[src/swec_pkg.sv]
// Shared constants for the sliding window event counter.
// No dependencies; imported by sliding_window_event_counter, the checker and the testbench.
`default_nettype none

package swec_pkg;

    localparam int DEPTH_DEFAULT = 64;       // ring entries
    localparam int STAMP_W       = 32;       // timestamp width in ms
    localparam int WINDOW_W      = 16;       // window register width
    localparam int COUNT_W       = 7;        // event_count field width
    localparam int COUNT_MAX     = 127;      // event_count saturation value
    localparam int OUT_DATA_W    = 8;        // result tdata, byte padded

    localparam logic [WINDOW_W-1:0] WINDOW_RESET = 16'd3000;

endpackage

`default_nettype wire

[src/sliding_window_event_counter.sv]
// Sliding window event counter: ring of recent timestamps in one synchronous RAM.
// Depends on swec_pkg for widths, reset value and the default depth.
//
// Each s_axis transaction carries a 32-bit event timestamp in ms. The block drops
// from the oldest end of the ring every stored stamp below (timestamp - window_ms),
// unless the timestamp is below the window, then appends the new stamp and returns
// one m_axis transaction with the ring occupancy (saturated at 127) and an overflow
// flag raised when the ring was full and its oldest entry had to be evicted. Each
// dropped entry costs one read-compare turn through the ring RAM, whose read data is
// registered, and each stored stamp is dropped at most once. Only one item is in
// flight; a new item is taken while the previous result still waits on m_axis. The
// window register is written over its own valid/ready channel (always ready) and must
// only change while the block is idle. No clearing pass is needed after reset: the
// ring is read only at entries the occupancy count marks as written.
`default_nettype none

module sliding_window_event_counter
    import swec_pkg::*;
#(
    parameter int DEPTH = DEPTH_DEFAULT
) (
    input  wire logic                  i_clk,
    input  wire logic                  i_rst_n,
    // configuration: window_ms
    input  wire logic                  i_cfg_valid,
    output logic                       o_cfg_ready,
    input  wire logic [WINDOW_W-1:0]   i_cfg_data,
    // input stream
    input  wire logic                  s_axis_tvalid,
    output logic                       s_axis_tready,
    input  wire logic [STAMP_W-1:0]    s_axis_tdata,   // [31:0] timestamp
    // result stream
    output logic                       m_axis_tvalid,
    input  wire logic                  m_axis_tready,
    output logic [OUT_DATA_W-1:0]      m_axis_tdata,   // [6:0] event_count, [7] zero pad
    output logic                       m_axis_tuser    // [0] overflow
);

    localparam int PTR_W = (DEPTH > 1) ? $clog2(DEPTH) : 1;
    localparam int OCC_W = $clog2(DEPTH + 1);
    localparam logic [PTR_W-1:0] PTR_LAST = PTR_W'(DEPTH - 1);
    localparam logic [OCC_W-1:0] OCC_FULL = OCC_W'(DEPTH);
    localparam logic [COUNT_W-1:0] COUNT_FULL =
        COUNT_W'((DEPTH > COUNT_MAX) ? COUNT_MAX : DEPTH);

    typedef enum logic [1:0] {
        S_IDLE,   // wait for a timestamp
        S_READ,   // ring RAM reads the oldest entry
        S_CMP,    // compare oldest entry against the lower edge
        S_FIN     // append, evict on full, hand result to the output register
    } t_state;

    t_state                r_state;
    logic [WINDOW_W-1:0]   r_window;
    logic [STAMP_W-1:0]    r_ts;
    logic [STAMP_W-1:0]    r_edge;
    logic                  r_chk;
    logic [PTR_W-1:0]      r_oldest;
    logic [PTR_W-1:0]      r_next;
    logic [OCC_W-1:0]      r_occ;
    logic                  r_out_valid;
    logic [COUNT_W-1:0]    r_count;
    logic                  r_ovf;

    // ring storage and its registered read port
    logic [STAMP_W-1:0]    r_ring [DEPTH];
    logic [STAMP_W-1:0]    r_rd_data;

    logic                  w_in_acc;
    logic                  w_slot_free;
    logic                  w_ring_wr;
    logic                  w_full;
    logic                  w_drop;
    logic [PTR_W-1:0]      w_oldest_inc;
    logic [PTR_W-1:0]      w_next_inc;
    logic [OCC_W-1:0]      w_occ_new;
    logic [COUNT_W-1:0]    w_count;
    logic [STAMP_W-1:0]    w_win_ext;

    assign o_cfg_ready   = 1'b1;
    assign s_axis_tready = (r_state == S_IDLE);
    assign w_in_acc      = s_axis_tvalid && s_axis_tready;

    // the output register is free when empty or being drained this cycle
    assign w_slot_free = !r_out_valid || m_axis_tready;
    assign w_ring_wr   = (r_state == S_FIN) && w_slot_free;

    assign w_win_ext    = STAMP_W'(r_window);
    assign w_oldest_inc = (r_oldest == PTR_LAST) ? '0 : r_oldest + 1'b1;
    assign w_next_inc   = (r_next == PTR_LAST) ? '0 : r_next + 1'b1;
    assign w_full       = (r_occ >= OCC_FULL);

    // drop the oldest entry while it lies below the lower edge
    assign w_drop = r_chk && (r_occ != '0) && (r_rd_data < r_edge);

    // a full ring evicts one and appends one, so occupancy holds
    assign w_occ_new = w_full ? r_occ : r_occ + 1'b1;
    always_comb begin
        if (32'(w_occ_new) > COUNT_MAX) begin
            w_count = COUNT_W'(COUNT_MAX);
        end else begin
            w_count = COUNT_W'(w_occ_new);
        end
    end

    // ring RAM: one write port at next_ptr, one registered read at oldest_ptr
    always_ff @(posedge i_clk) begin
        if (w_ring_wr) begin
            r_ring[r_next] <= r_ts;
        end
        r_rd_data <= r_ring[r_oldest];
    end

    always_ff @(posedge i_clk) begin
        if (!i_rst_n) begin
            r_state     <= S_IDLE;
            r_window    <= WINDOW_RESET;
            r_oldest    <= '0;
            r_next      <= '0;
            r_occ       <= '0;
            r_out_valid <= 1'b0;
        end else begin
            if (i_cfg_valid && o_cfg_ready) begin
                r_window <= i_cfg_data;
            end

            if (r_out_valid && m_axis_tready && !w_ring_wr) begin
                r_out_valid <= 1'b0;
            end

            unique case (r_state)
                S_IDLE: begin
                    if (w_in_acc) begin
                        r_ts    <= s_axis_tdata;
                        r_edge  <= s_axis_tdata - w_win_ext;
                        r_chk   <= (s_axis_tdata >= w_win_ext);
                        r_state <= S_READ;
                    end
                end
                S_READ: begin
                    r_state <= S_CMP;
                end
                S_CMP: begin
                    if (w_drop) begin
                        r_oldest <= w_oldest_inc;
                        r_occ    <= r_occ - 1'b1;
                        r_state  <= S_READ;
                    end else begin
                        r_state  <= S_FIN;
                    end
                end
                S_FIN: begin
                    if (w_slot_free) begin
                        if (w_full) begin
                            r_oldest <= w_oldest_inc;
                        end
                        r_next      <= w_next_inc;
                        r_occ       <= w_occ_new;
                        r_count     <= w_count;
                        r_ovf       <= w_full;
                        r_out_valid <= 1'b1;
                        r_state     <= S_IDLE;
                    end
                end
                default: begin
                    r_state <= S_IDLE;
                end
            endcase
        end
    end

    assign m_axis_tvalid = r_out_valid;
    assign m_axis_tdata  = OUT_DATA_W'(r_count);
    assign m_axis_tuser  = r_ovf;

`ifndef ASSERT_OFF
    // occupancy never passes the ring depth
    a_occ_bound: assert property (@(posedge i_clk) disable iff (!i_rst_n)
        r_occ <= OCC_FULL)
        else $error("ring occupancy exceeds depth");

    // every result counts at least the new event
    a_count_nonzero: assert property (@(posedge i_clk) disable iff (!i_rst_n)
        m_axis_tvalid |-> (m_axis_tdata[COUNT_W-1:0] != '0))
        else $error("result count is zero");

    // an eviction only happens on a full ring, so the count is the depth, capped at 127
    a_ovf_full: assert property (@(posedge i_clk) disable iff (!i_rst_n)
        (m_axis_tvalid && m_axis_tuser) |-> (m_axis_tdata[COUNT_W-1:0] == COUNT_FULL))
        else $error("overflow raised on a ring that is not full");

    // an accepted item closes the input until its result is loaded
    a_one_in_flight: assert property (@(posedge i_clk) disable iff (!i_rst_n)
        (s_axis_tvalid && s_axis_tready) |=> !s_axis_tready)
        else $error("second item taken while one is in flight");
`endif

endmodule

`default_nettype wire

[config.mk]
export PLATFORM = sky130hd
export DESIGN_NAME = sliding_window_event_counter
export DESIGN_NICKNAME = d
export VERILOG_FILES = /design/src/swec_pkg.sv /design/src/sliding_window_event_counter.sv
export SDC_FILE = /design/constraint.sdc
export NUM_CORES = 2
export LEC_CHECK = 0
export BUFFER_PORTS_ARGS = -buffer_cell sky130_fd_sc_hd__buf_2
export CORE_MARGIN = 8
export CORE_UTILIZATION = 35
export DETAILED_ROUTE_END_ITERATION = 7
export GPL_TIMING_DRIVEN = 0
export PLACE_DENSITY = 0.57
export REMOVE_ABC_BUFFERS = 1
export SETUP_SLACK_MARGIN = 0.05
export SYNTH_ARGS = -nofsm -noshare
export SYNTH_HDL_FRONTEND = slang
export SYNTH_SLANG_ARGS = --single-unit
[constraint.sdc]
create_clock -name i_clk -period 9.7 [get_ports i_clk]
set_input_delay 1.455 -clock i_clk [delete_from_list [all_inputs] [get_ports i_clk]]
set_output_delay 1.455 -clock i_clk [all_outputs]
set_load 0.01 [all_outputs]
==> impl_metrics.ini <==
[clock_tree]
cts_made_buffers = 215
ctsHoldBuffers = 0
tritoncts = yes
cts_root_buf = clkbuf_16
clkTransAtPathRegs_ns = 0.06
cts_buffer_depth = 3
clk_latency_ns = 0.86
htreeDepth = 4
cts.sink_count = 2191
cts_resized = 0
post-cts-setup-buffers = 0

[placement]
place_hpwl_um = 135000
post-place-ws_ns = 4.56
gp_congestion = 0.769
io_buffer_count = 62

[logic_synthesis]
synth-main-ff-cell = edfxtp_1
synthArstFlopShare_pct = 0
synth_top_area_share_pct = 75.3
synthMostInstantiatedCell = edfxtp_1
yosys.area.top_type = edfxtp_1
avgSynthCellArea_um2 = 22.8
synthTopCellsByArea = edfxtp_1, mux4_2, dfxtp_1
synthCells = 3715
synth_cell_type_count = 60
synth_common_cells = edfxtp_1, mux4_2, nor2_1, clkbuf_1, a21oi_1
synth_edf_count = 2121
synth_seq_cells = 2191
synth.yosys.seq_area_share_pct = 76.9
synth_warnings = 0
synth_area_um2 = 84600

[drt]
drt-met1-wl_um = 88500
drt_first_pass_iters = 5
via_per_inst = 5.40
drt-initial-drc-count = 4297
wirelength_um = 216000
ant_nets = 0
route.detailed.drc = 0
routedWlPerCell_um = 29.3
wl_met3_um = 15500
routed-wl-met2_um = 106000
maxUsedRoutingLayer = met5
num_vias = 39864

[sta]
hold_violations = 0
relSlewSlack_pct = 17.5
skew_ns = 0.0410
fin_ws_ns = 5.07
tightest_slew_ns = 1.23
fmax_mhz = 216
rsz0062_at_grt = no
drv_slew = 0
min_period_ns = 4.63
whs_ns = 0.512
setup_viol = 0
fin_crit_sh_pct = 47.7

[global_routing]
grt_max_degree = 57
grt_util_all_layers_pct = 16.5
grt_pass1_vias = 40817
antenna_found_initial = 16
grt_overflow = 0
grt_pass1_wl_um = 307000

[critical_path]
r2r-start = r_state[0]
cp-end-kind = flop
crit_path_start = r_state[0]
critPathKind = reg2reg
critPathMaxFanout = 13
crit_required_ns = 10.24
cp-start-kind = flop
crit_arrival_ns = 5.16

[min_path]
hold_path.class = reg2reg
hp-start = r_window[4]

[die]
core_area_um2 = 241000
chipHeight_um = 508
ios = 65
die_area_um2 = 258000
die_w_um = 508
rows = 180
start_util_pct = 35.2

[power]
p_leak_uw = 0.0304
p_per_area_nw_per_um2 = 193
ir_drop_mv = 0.205

[final_layout]
drive_gt1_share_pct = 30.4
syn2layout_area_growth_pct = 18.4
fin_nets = 4112

[run]
maxCapViolations = 0

[run_status]
status = finished, final reports clean
==> critical path: stages, from the launching register on <==
cell,delay (ns)
dfxtp_1,0.67
and2_1,0.50
and2_1,0.57
nand4_1,0.96
nor4bb_4,1.15
buf_6,0.29
buf_8,0.16
==> metrics by stage <==
| step | power [uW] | area (um^2) | util (%) | std cells | setup TNS (ns) |
|---|---|---|---|---|---|
| 2_1_floorplan | 11300 | 83800 | - | 3524 | -496.88 |
| 3_3_place_gp | 11600 | 88100 | 36.6 | 6771 | -1025.40 |
| 3_5_place_dp | 11500 | 93400 | 38.8 | 6975 | 0 |
| 4_1_cts | 19500 | 100000 | 41.6 | 7369 | 0 |
| 5_1_grt | 19900 | 100000 | 41.6 | 7370 | 0 |
| 6_report | 19300 | 100000 | 41.7 | 7376 | 0 |
==> registers in the layout, summed over array words and instances, names as in the netlist <==
signal and flops:
r_ring 2048, r_window 16, r_oldest 6, r_occ 7, r_state 2, r_count 7, r_next 6, r_ts 32
r_rd_data 32, m_axis_tuser 1, r_edge 32, r_chk 1, m_axis_tvalid 1
==> cell type report <==
cell class	count	area, um^2
fill	20608	140000
sequential	2191	65100
multi-input combinational	1273	19000
clock buffer	277	5800
timing repair buffer	266	5150
tap	3185	3990
clock inverter	117	923
inverter	60	233
antenna	7	17.5
==> cells by family (layout without fill, tap and decap cells) <==
kind of cell | Yosys count | count (layout) | share of synthesized area, %
and+or+nand+nor | 309 | 309 | 1.75
other | 2 | 9 | 0.00888
muxes | 678 | 678 | 17.4
DFF | 2191 | 2191 | 76.9
buffers and inverters | 251 | 720 | 1.25
AOI/OAI and AO/OA | 194 | 194 | 1.44
adders and majority gates | 52 | 52 | 0.778
xor gates and xnor gates | 38 | 38 | 0.393
==> power by group <==
group / total (uW) / internal [uW] / leakage (uW) / switching, uW
clock network: 8050 / 4560 / 0.00330 / 3490
registers: 10500 / 10400 / 0.0197 / 75.2
logic: 777 / 325 / 0.00743 / 452
total: 19300 / 15300 / 0.0304 / 4010
==> final timing paths <==
path,cells past startpoint,slack (ns),to
hold / removal,2,0.51,r_window[4]
hold reg to reg,2,0.51,r_window[4]
setup reg to reg,6,5.07,r_ring[47][23]
setup / recovery,6,5.07,r_ring[47][23]
==> cells in the final DEF (no fill, tap or decap), types with 5 or more instances in the layout <==
cell type  netlist  layout
clkbuf_1       102      50
clkbuf_8         0       6
o21a_1           5       5
buf_2           63      62
and3_1           7       6
buf_12           0      65
a21oi_1         73      73
dfxtp_4          0       5
dfxtp_1         70      64
a21o_1           9       9
diode_2          0       7
nor2_4           0      61
clkbuf_16        0     221
buf_16           0     121
and2_1          21      21
inv_1           58      58
nand2_1         69      69
or4_1            5       5
xor2_1          22      22
nor2b_1         11      11
o211ai_1        10      10
clkinv_1         1      58
nor3_1          12      10
clkinv_2         0      36
edfxtp_1      2121    2121
a211oi_1        49      49
inv_6            0       6
mux4_2         637     637
nor2_1         113      52
o21ai_0         25      25
nand4_1         13      13
mux2i_1         40      40
xnor2_1         16      16
ha_1            51      51
nand3_1         24      24
buf_6            0      11
bufinv_16        0      14
==> routing by layer <==
layer	vias to the layer above	GRT usage, %
met5	-	0
met3	316	3.76
li1	16355	-
met1	21703	21.9
met2	1488	27.4
met4	2	4.83
Note: power is estimated with default switching activity, not from simulation.
